### src/ceq_pkg.sv
// ----------------------------------------------------------------------------
// ceq_pkg
// Types and constants shared by the coalescing event queue.
// ----------------------------------------------------------------------------
package ceq_pkg;

	localparam int ID_W  = 4;
	localparam int PAY_W = 8;
	localparam int CNT_W = 5;
	// wide enough to hold any source count up to 256
	localparam int EXT_W = 9;

	typedef enum logic {
		ACT_POST = 1'b0,
		ACT_TAKE = 1'b1
	} action_t;

	typedef enum logic [1:0] {
		ST_IDLE,
		ST_RING,
		ST_PAY
	} state_t;

	typedef struct packed {
		action_t            action;
		logic [ID_W-1:0]    source_id;
		logic [PAY_W-1:0]   payload;
	} req_t;

	typedef struct packed {
		logic [ID_W-1:0]    out_source;
		logic [PAY_W-1:0]   out_payload;
		logic               queue_was_empty;
		logic               merged;
		logic [CNT_W-1:0]   pending_count;
	} rsp_t;

endpackage

### src/coalescing_event_queue_unit.sv
// Post, or take on an empty queue: result strobed in the cycle after the accept,
// busy stays low, so one such transaction can be started every cycle.
// Take of a pending source: busy is high through the ring read (ST_RING) and the
// payload read (ST_PAY), and the result is registered as ST_PAY ends.
// The receiver cannot stall: every result is shown for exactly one cycle.
// Reset clears pending flags, head, tail and count; the RAMs are not cleared.
// ----------------------------------------------------------------------------
// coalescing_event_queue_unit
// FIFO of pending event sources that merges repeated posts of one source.
// ----------------------------------------------------------------------------
module coalescing_event_queue_unit #(
	parameter int NUM_SOURCES = 16
) (
	input  logic           clk,
	input  logic           arst_n,
	input  logic           start,
	output logic           busy,
	input  ceq_pkg::req_t  req,
	output logic           rsp_valid,
	output ceq_pkg::rsp_t  rsp
);

	localparam int IDX_W = $clog2(NUM_SOURCES);
	localparam logic [IDX_W-1:0] LAST_IDX = IDX_W'(NUM_SOURCES - 1);
	localparam logic [ceq_pkg::EXT_W-1:0] NUM_EXT = ceq_pkg::EXT_W'(NUM_SOURCES);

	ceq_pkg::state_t state_q, state_nxt;

	logic [IDX_W-1:0]             head_q, tail_q;
	logic [ceq_pkg::CNT_W-1:0]    count_q;
	logic [NUM_SOURCES-1:0]       pending_q;
	logic [ceq_pkg::ID_W-1:0]     id_q;
	logic                         rsp_valid_q;
	ceq_pkg::rsp_t                rsp_q;

	logic [ceq_pkg::EXT_W-1:0]    src_ext, ring_ext;
	logic [IDX_W-1:0]             src_idx, ring_idx;
	logic                         src_ok, post_fire, take_fire, take_hit, enqueue, merge;
	logic [ceq_pkg::ID_W-1:0]     ring_rdata;
	logic [ceq_pkg::PAY_W-1:0]    pay_rdata;

	assign busy      = (state_q != ceq_pkg::ST_IDLE);
	assign rsp_valid = rsp_valid_q;
	assign rsp       = rsp_q;

	always_comb begin
		src_ext   = ceq_pkg::EXT_W'(req.source_id);
		src_idx   = src_ext[IDX_W-1:0];
		src_ok    = (src_ext < NUM_EXT);
		ring_ext  = ceq_pkg::EXT_W'(ring_rdata);
		ring_idx  = ring_ext[IDX_W-1:0];
		post_fire = start && !busy && (req.action == ceq_pkg::ACT_POST);
		take_fire = start && !busy && (req.action == ceq_pkg::ACT_TAKE);
		take_hit  = take_fire && (count_q != '0);
		merge     = post_fire && src_ok && pending_q[src_idx];
		enqueue   = post_fire && src_ok && !pending_q[src_idx]
			&& (ceq_pkg::EXT_W'(count_q) < NUM_EXT);
	end

	// per-source payload, written on every valid post
	ceq_ram #(
		.WIDTH(ceq_pkg::PAY_W),
		.DEPTH(NUM_SOURCES)
	) u_pay_ram (
		.clk   (clk),
		.we    (post_fire && src_ok),
		.waddr (src_idx),
		.wdata (req.payload),
		.raddr (ring_idx),
		.rdata (pay_rdata)
	);

	// order ring of queued source ids
	ceq_ram #(
		.WIDTH(ceq_pkg::ID_W),
		.DEPTH(NUM_SOURCES)
	) u_ring_ram (
		.clk   (clk),
		.we    (enqueue),
		.waddr (tail_q),
		.wdata (req.source_id),
		.raddr (head_q),
		.rdata (ring_rdata)
	);

	always_comb begin
		state_nxt = state_q;
		case (state_q)
			ceq_pkg::ST_IDLE: begin
				if (take_hit) begin
					state_nxt = ceq_pkg::ST_RING;
				end
			end
			ceq_pkg::ST_RING: state_nxt = ceq_pkg::ST_PAY;
			ceq_pkg::ST_PAY:  state_nxt = ceq_pkg::ST_IDLE;
			default:          state_nxt = ceq_pkg::ST_IDLE;
		endcase
	end

	always_ff @(posedge clk or negedge arst_n) begin
		if (!arst_n) begin
			state_q     <= ceq_pkg::ST_IDLE;
			head_q      <= '0;
			tail_q      <= '0;
			count_q     <= '0;
			pending_q   <= '0;
			rsp_valid_q <= 1'b0;
		end else begin
			state_q     <= state_nxt;
			rsp_valid_q <= post_fire || (take_fire && !take_hit)
				|| (state_q == ceq_pkg::ST_PAY);
			if (enqueue) begin
				pending_q[src_idx] <= 1'b1;
				tail_q             <= (tail_q == LAST_IDX) ? '0 : tail_q + 1'b1;
				count_q            <= count_q + 1'b1;
			end
			// head id is on the ring read port here
			if (state_q == ceq_pkg::ST_RING) begin
				pending_q[ring_idx] <= 1'b0;
				head_q              <= (head_q == LAST_IDX) ? '0 : head_q + 1'b1;
				count_q             <= count_q - 1'b1;
			end
		end
	end

	always_ff @(posedge clk) begin
		if (state_q == ceq_pkg::ST_RING) begin
			id_q <= ring_rdata;
		end
		if (post_fire) begin
			rsp_q.out_source      <= req.source_id;
			rsp_q.out_payload     <= '0;
			rsp_q.queue_was_empty <= 1'b0;
			rsp_q.merged          <= merge;
			rsp_q.pending_count   <= enqueue ? count_q + 1'b1 : count_q;
		end else if (take_fire && !take_hit) begin
			rsp_q.out_source      <= '0;
			rsp_q.out_payload     <= '0;
			rsp_q.queue_was_empty <= 1'b1;
			rsp_q.merged          <= 1'b0;
			rsp_q.pending_count   <= count_q;
		end else if (state_q == ceq_pkg::ST_PAY) begin
			rsp_q.out_source      <= id_q;
			rsp_q.out_payload     <= pay_rdata;
			rsp_q.queue_was_empty <= 1'b0;
			rsp_q.merged          <= 1'b0;
			rsp_q.pending_count   <= count_q;
		end
	end

endmodule

### src/ceq_ram.sv
// ----------------------------------------------------------------------------
// ceq_ram
// Generic single-write, single-read RAM with registered read data.
// ----------------------------------------------------------------------------
module ceq_ram #(
	parameter int WIDTH = 8,
	parameter int DEPTH = 16
) (
	input  logic                     clk,
	input  logic                     we,
	input  logic [$clog2(DEPTH)-1:0] waddr,
	input  logic [WIDTH-1:0]         wdata,
	input  logic [$clog2(DEPTH)-1:0] raddr,
	output logic [WIDTH-1:0]         rdata
);

	logic [WIDTH-1:0] mem_q [DEPTH];

	always_ff @(posedge clk) begin
		if (we) begin
			mem_q[waddr] <= wdata;
		end
		rdata <= mem_q[raddr];
	end

endmodule

### config.mk
export PLATFORM = sky130hd
export DESIGN_NAME = coalescing_event_queue_unit
export DESIGN_NICKNAME = d
export VERILOG_FILES = /design/src/ceq_pkg.sv /design/src/coalescing_event_queue_unit.sv /design/src/ceq_ram.sv
export SDC_FILE = /design/constraint.sdc
export NUM_CORES = 1
export LEC_CHECK = 0
export ABC_AREA = 1
export BUFFER_PORTS_ARGS = -buffer_cell sky130_fd_sc_hd__clkbuf_2
export CORE_MARGIN = 2
export CORE_UTILIZATION = 55
export CTS_CLUSTER_SIZE = 10
export DETAILED_ROUTE_END_ITERATION = 12
export HOLD_SLACK_MARGIN = 0.1
export PLACE_DENSITY_LB_ADDON = 0.3
export SLEW_MARGIN = 40
export SYNTH_ARGS = -nofsm -noshare
export SYNTH_HDL_FRONTEND = slang
export SYNTH_SLANG_ARGS = --single-unit
### constraint.sdc
create_clock -name clk -period 2.43 [get_ports clk]
set_input_delay 0.243 -clock clk [delete_from_list [all_inputs] [get_ports clk]]
set_output_delay 0.243 -clock clk [all_outputs]
set_load 0.01 [all_outputs]
==> flow_metrics.py, run 1 <==
metrics = {
    "status": {
        "status": "finished, final reports clean",
    },
    "critical_path": {
        "critPathLaunchType": "flip-flop",
        "cpLargestDelayFamily": "simple AND/OR/NAND/NOR gates",
        "path_depth": 9,
        "timing.critical_path.slowest_cell_delay_ns": 0.39,
        "timing.critical_path.slowest_stage_cell": "sky130_fd_sc_hd__dfrtp_1",
        "critical_path.reg2reg.endpoint": "u_ring_ram.mem_q[7][0]",
        "setup.worst_path.end": "u_ring_ram.mem_q[7][0]",
        "r2r_start": "state_q[0]",
        "cp_cell_sequence": "inv_1 -> nand3_1 -> nor2_4 -> inv_2 -> nor2_4 -> nand2_4 -> nor2_2 -> nand2_1 -> nor2_1",
        "critical_path.n_buffers_inverters": 2,
        "worstSetupPathType": "flip-flop to flip-flop",
        "endpoint_kind": "flip-flop",
        "r2r.worst_path.cells": 9,
        "critical_path_arrival_ns": 2.21,
        "crit_path_max_fanout": 18,
        "critical_path_source": "state_q[0]",
        "crit_path_frequent_cell": "sky130_fd_sc_hd__nor2_4",
        "regToRegSetupSlack_ns": 0.41,
        "worst-endpoint-required_ns": 2.62,
    },
    "sta": {
        "timing.fmax_mhz": 494,
        "hold_violations": 0,
        "finalMaxSlewViolations": 0,
        "setup-tns-final_ns": 0,
        "timing.final.ws_setup_ns": 0.407,
        "timing_worst_slew_pin_value_ns": 0.714,
        "unrepaired_setup_endpoints_after_global_routing": "false",
        "hold_ws_ns": 0.115,
        "max_slew_headroom_at_the_worst_pin_pct": 52.2,
        "timing.clock.skew_ns": 0.0150,
        "setup_violations": 0,
        "final_min_period_over_clock_period_pct": 83.2,
        "finalCriticalPeriod_ns": 2.02,
    },
    "synthesis": {
        "post_synth_num_cell_types": 33,
        "synth_top_cell_by_area": "sky130_fd_sc_hd__edfxtp_1",
        "synthDominantCellAreaShare_pct": 59.0,
        "synth_edf_count": 206,
        "yosys_most_used_dff": "sky130_fd_sc_hd__edfxtp_1",
        "post-synth-top-count-cell": "sky130_fd_sc_hd__edfxtp_1",
        "postSynthCellCount": 873,
        "yosysWarningCount": 0,
        "syn_area_per_cell_um2": 12.0,
        "synth.yosys.seq_area_share_pct": 70.6,
        "syn_nets": 897,
        "synth_area_um2": 10500,
        "synth_top_cells_by_count": "sky130_fd_sc_hd__edfxtp_1 (206), sky130_fd_sc_hd__nand2_1 (176), sky130_fd_sc_hd__nor2_1 (78)",
        "synth_seq_cells": 259,
        "ys_async_sr_fraction_pct": 12.4,
        "post_synth_main_area_contributors": "sky130_fd_sc_hd__edfxtp_1 (59%), sky130_fd_sc_hd__dfrtp_1 (7.6%), sky130_fd_sc_hd__nand2_1 (6.3%)",
    },
    "grt": {
        "pin_count_of_the_biggest_net_entering_global_routing": 36,
        "via_count_of_the_first_global_routing_pass": 6768,
        "antenna_violations_before_repair": 0,
        "globalRouteOverflowTotal": 0,
        "grt_first_pass_wirelength_um": 36700,
        "track_usage_pct": 23.6,
    },
    "cts": {
        "cts_setup_buffers": 0,
        "cts_buffers": 29,
        "post_cts_resized": 0,
        "cts.sink_count": 259,
        "clk_pin_slew_worst_paths_ns": 0.06,
        "root_buffer": "sky130_fd_sc_hd__clkbuf_16",
        "tritoncts_clock_tree": "built",
        "clk_path_buf_depth": 3,
        "clk-insertion-delay-late_ns": 0.53,
        "htree_num_levels": 1,
        "cts_hold_repair.buffers": 4,
    },
    "placed_design": {
        "place_area_um2": 11100,
        "port_buffers": 36,
        "detailed_place_hpwl_um": 14700,
        "dp_cells": 1142,
        "pre_cts_ws_ns": 0.170,
        "globalplace.congestion": 0.910,
    },
    "power_and_ir_drop": {
        "ir_worst_vdd_mv": 0.869,
        "pwr_density_cell_nw_per_um2": 1100,
        "power.leakage_nw": 4.50,
        "post-layout-total-power_mw": 13.2,
    },
    "floorplanning": {
        "core-area_um2": 18700,
        "die-width_um": 142,
        "initial_core_utilization_pct": 56.1,
        "die_area_um2": 20200,
        "chipHeight_um": 142,
        "placement_rows": 50,
        "boundaryPins": 37,
    },
    "final_layout": {
        "register_area_um2": 7410,
        "syn_to_final_growth_pct": 13.8,
        "postLayoutCoreUtil_pct": 63.8,
        "final_stage_net_count": 967,
        "multi_input_comb_area_um2": 2690,
        "layout.cell_area.non_filler_um2": 11900,
        "filler_cell_count": 1365,
        "num_antenna_cells": 0,
        "drive_above_1_share_pct": 12.4,
        "final_cells": 1200,
    },
    "routing": {
        "dr_total_vias": 6994,
        "initialDrtViolationCount": 719,
        "route.antenna.remaining_nets": 0,
        "finalWirelength_um": 23100,
        "routedWlPerCell_um": 19.2,
        "routed_via_density": 5.83,
        "drcViolationCount": 0,
        "drt-pass1-iter-count": 7,
    },
    "worst_hold_path": {
        "holdPathStages": 1,
        "hold_class": "primary input to flip-flop",
        "hp-start": "req[10]",
    },
    "flow_run": {
        "maxCapViolations": 0,
    },
}
## kinds of logic after synthesis
kind of cell               Yosys count  synth area share, %
xor gates and xnor gates             8                0.668
DFF                                259                 70.6
AOI/OAI and AO/OA                  153                 9.41
buffers and inverters               94                 3.77
and+or+nand+nor                    347                 14.2
adders and majority gates            8                0.954
muxes                                4                0.382
## power breakdown
group / switching (mW) / total (mW) / internal, mW
Sequential: 0.409 / 5.72 / 5.31
Combinational: 2.47 / 3.64 / 1.18
Clock: 1.57 / 3.81 / 2.23
Total: 4.45 / 13.2 / 8.72
## state kept, by name, indices dropped and copies added, names as in the netlist
signal	cells
u_pay_ram.mem_q	128
u_ring_ram.mem_q	64
rsp	19
pending_q	16
u_pay_ram.rdata	8
count_q	5
head_q	4
id_q	4
tail_q	4
u_ring_ram.rdata	4
state_q	2
rsp_valid	1
## worst min-delay path by stage
stage,endpoint,slack [ns]
2_1_floorplan,count_q[0],-0.05
3_3_place_gp,head_q[3],0.41
3_5_place_dp,head_q[2],0.27
4_1_cts,u_ring_ram.mem_q[2][2],0.10
5_1_grt,u_ring_ram.mem_q[2][2],0.10
6_report,u_ring_ram.mem_q[2][2],0.12
## cells in the final DEF, fill, tap and decap left out
cell,count
sky130_fd_sc_hd__a22oi_1,77
sky130_fd_sc_hd__o221ai_1,4
sky130_fd_sc_hd__clkbuf_16,29
sky130_fd_sc_hd__nor2_2,4
sky130_fd_sc_hd__o22ai_1,8
sky130_fd_sc_hd__nor4_1,1
sky130_fd_sc_hd__clkbuf_1,24
sky130_fd_sc_hd__clkbuf_2,35
sky130_fd_sc_hd__nand2_4,1
sky130_fd_sc_hd__dlygate4sd3_1,4
sky130_fd_sc_hd__dfrtp_1,32
sky130_fd_sc_hd__edfxtp_1,206
sky130_fd_sc_hd__clkbuf_4,1
sky130_fd_sc_hd__a31oi_1,1
sky130_fd_sc_hd__o211ai_1,1
sky130_fd_sc_hd__buf_12,1
sky130_fd_sc_hd__o21ai_0,45
sky130_fd_sc_hd__nand3_1,37
sky130_fd_sc_hd__xor2_1,8
sky130_fd_sc_hd__nor3_1,31
sky130_fd_sc_hd__nand2_1,176
sky130_fd_sc_hd__a21oi_1,13
sky130_fd_sc_hd__dfxtp_1,21
sky130_fd_sc_hd__ha_1,8
sky130_fd_sc_hd__nor3_2,3
sky130_fd_sc_hd__nand4_1,12
sky130_fd_sc_hd__mux2i_1,4
sky130_fd_sc_hd__inv_2,4
sky130_fd_sc_hd__clkinv_1,4
sky130_fd_sc_hd__buf_4,35
sky130_fd_sc_hd__nor2_8,1
sky130_fd_sc_hd__inv_6,1
sky130_fd_sc_hd__o21ai_1,4
sky130_fd_sc_hd__nand2_2,3
sky130_fd_sc_hd__inv_1,49
sky130_fd_sc_hd__nor2_1,76
sky130_fd_sc_hd__nor2_4,2
## metal layers
metal	vias to the layer above	global-route usage (%)	routed length (um)
li1	3270	-	-
met1	3390	32.4	9690
met2	297	39.2	11300
met3	37	3.73	1610
met4	0	7.63	517
met5	-	0	0
## layout make-up
cell class	instances	area share (%)
Timing Repair Buffer	76	4.23
Multi-Input combinational cell	520	22.6
Inverter	57	1.79
Clock inverter	1	0.0734
Tap cell	234	2.45
Clock buffer	53	6.83
Sequential cell	259	62.1
Note: power is estimated with default switching activity, not from simulation.
==> inputs of run 2 (changes only) <==
==> constraint.sdc (replaced) <==
create_clock -name clk -period 2.1 [get_ports clk]
set_input_delay 0.21 -clock clk [delete_from_list [all_inputs] [get_ports clk]]
set_output_delay 0.21 -clock clk [all_outputs]
set_load 0.01 [all_outputs]
==> flow_metrics.py, run 2 (synthesized netlist as in run 1, its figures left out) <==
metrics = {
    "floorplanning": {
        "placement_rows": 50,
        "chipHeight_um": 142,
        "die_area_um2": 20200,
        "die-width_um": 142,
        "initial_core_utilization_pct": 56.1,
        "boundaryPins": 37,
        "core-area_um2": 18700,
    },
    "flow_run": {
        "maxCapViolations": 0,
    },
    "final_layout": {
        "final_stage_net_count": 980,
        "syn_to_final_growth_pct": 15.4,
        "max_flop_register": "u_pay_ram.mem_q",
        "mostFrequentLayoutCell": "sky130_fd_sc_hd__edfxtp_1",
        "final_cells": 1212,
        "postLayoutCoreUtil_pct": 64.7,
        "most-common-layout-cells": "sky130_fd_sc_hd__edfxtp_1 (206), sky130_fd_sc_hd__nand2_1 (176), sky130_fd_sc_hd__a22oi_1 (77)",
        "largest_register_ffs": 128,
        "drive_above_1_share_pct": 13.7,
        "num_antenna_cells": 0,
        "filler_cell_count": 1376,
    },
    "sta": {
        "timing.clock.skew_ns": 0.00843,
        "hold_violations": 0,
        "unrepaired_setup_endpoints_after_global_routing": "false",
        "setup_violations": 0,
        "max_slew_headroom_at_the_worst_pin_pct": 56.9,
        "finalMaxSlewViolations": 0,
        "timing_worst_slew_pin_value_ns": 0.644,
        "final_min_period_over_clock_period_pct": 89.1,
        "setup-tns-final_ns": 0,
        "finalCriticalPeriod_ns": 1.87,
        "timing.fmax_mhz": 534,
    },
    "power_and_ir_drop": {
        "ir_worst_vdd_mv": 0.866,
        "power.leakage_nw": 4.62,
        "pwr_density_cell_nw_per_um2": 1270,
    },
    "grt": {
        "track_usage_pct": 23.4,
        "grt_first_pass_wirelength_um": 36100,
        "antenna_violations_before_repair": 0,
        "pin_count_of_the_biggest_net_entering_global_routing": 36,
        "via_count_of_the_first_global_routing_pass": 6845,
        "globalRouteOverflowTotal": 0,
    },
    "critical_path": {
        "worst-endpoint-required_ns": 2.33,
        "timing.critical_path.slowest_stage_cell": "sky130_fd_sc_hd__dlygate4sd3_1",
        "cp_cell_sequence": "dlygate4sd3_1 -> clkbuf_2 -> inv_1 -> nor2_1 -> nand2_1 -> nand2_2 -> nor2_8 -> nand2_4 -> buf_6 -> nor3_1 -> buf_4",
        "endpoint_kind": "flip-flop",
        "crit_path_max_fanout": 18,
        "regToRegSetupSlack_ns": 0.25,
        "critical_path_arrival_ns": 2.11,
        "worstSetupPathType": "primary input to flip-flop",
        "critPathLaunchType": "primary input",
        "timing.critical_path.slowest_cell_delay_ns": 0.53,
        "path_depth": 11,
        "r2r.worst_path.cells": 9,
        "cpLargestDelayFamily": "buffers and inverters",
        "critical_path.n_buffers_inverters": 5,
    },
    "status": {
        "status": "finished, final reports clean",
    },
    "routing": {
        "route.antenna.remaining_nets": 0,
        "dr_total_vias": 7027,
        "drt-pass1-iter-count": 5,
        "drcViolationCount": 0,
        "routedWlPerCell_um": 19.1,
        "routed_via_density": 5.80,
        "initialDrtViolationCount": 856,
        "finalWirelength_um": 23200,
    },
    "cts": {
        "root_buffer": "sky130_fd_sc_hd__clkbuf_16",
        "cts_buffers": 29,
        "tritoncts_clock_tree": "built",
        "clk_path_buf_depth": 3,
        "cts.sink_count": 259,
        "clk_pin_slew_worst_paths_ns": 0.06,
        "htree_num_levels": 1,
        "clk-insertion-delay-late_ns": 0.52,
        "cts_setup_buffers": 0,
    },
    "placed_design": {
        "dp_cells": 1155,
        "port_buffers": 36,
        "globalplace.congestion": 0.902,
        "detailed_place_hpwl_um": 14800,
    },
    "worst_hold_path": {
        "hold_class": "primary input to flip-flop",
        "holdPathStages": 1,
    },
}
## run 2: cell type report
type	instances	area, um2	share of cell area [%]
Sequential cell	259	7410	61.2
Multi-Input combinational cell	520	2720	22.5
Clock buffer	53	816	6.74
Timing Repair Buffer	89	652	5.38
Tap cell	234	293	2.42
Inverter	57	214	1.77
## run 2: worst paths after layout
path | start | endpoint
setup reg to reg | state_q[0] | u_ring_ram.mem_q[5][3]
min in group asynchronous | arst_n | head_q[3]
hold reg to reg | u_pay_ram.rdata[4] | rsp[11]
max in group asynchronous | arst_n | tail_q[2]
hold / removal | req[4] | u_pay_ram.mem_q[13][4]
setup / recovery | req[10] | u_ring_ram.mem_q[5][3]
## run 2: repair_timing
item,in CTS,in global routing
endpoints found under the setup margin,0,60
gates resized for setup,0,8
endpoints found under the hold margin,40,0
hold buffers,5,0
## run 2: worst register-to-register path, cell delays in order (launching register included)
cell,delay [ns]
sky130_fd_sc_hd__dfrtp_1,0.38
sky130_fd_sc_hd__inv_1,0.12
sky130_fd_sc_hd__nand3_1,0.13
sky130_fd_sc_hd__nor2_4,0.12
sky130_fd_sc_hd__inv_2,0.05
sky130_fd_sc_hd__nor2_4,0.12
sky130_fd_sc_hd__nand2_4,0.11
sky130_fd_sc_hd__buf_6,0.19
sky130_fd_sc_hd__nor3_1,0.17
sky130_fd_sc_hd__buf_4,0.17
## run 2: where the power goes
group,switching (mW),total (mW),internal [mW]
registers,0.454,6.60,6.15
logic,2.92,4.40,1.48
clock network,1.80,4.37,2.58
total,5.17,15.4,10.2
## run 2: layer usage
metal | vias to the layer above | part of all wire (%) | global-route usage [%]
met5 | - | 0 | 0
met3 | 55 | 6.6 | 3.67
met4 | 0 | 3.0 | 8.32
li1 | 3301 | - | -
met2 | 281 | 49 | 38.1
met1 | 3390 | 42 | 32.4
## run 2: metrics by stage
step                      setup slack, ns  area, um2  total power, mW  hold slack, ns
final                               0.229      12100             15.4           0.140
after detailed placement           0.0964      11200             11.0           0.238
after CTS                          0.0582      12100             15.4           0.120
after global placement              0.156      11200             10.9           0.384
after global routing                0.111      12100             16.2           0.161
after floorplan                    0.0779      10500             9.40         -0.0856
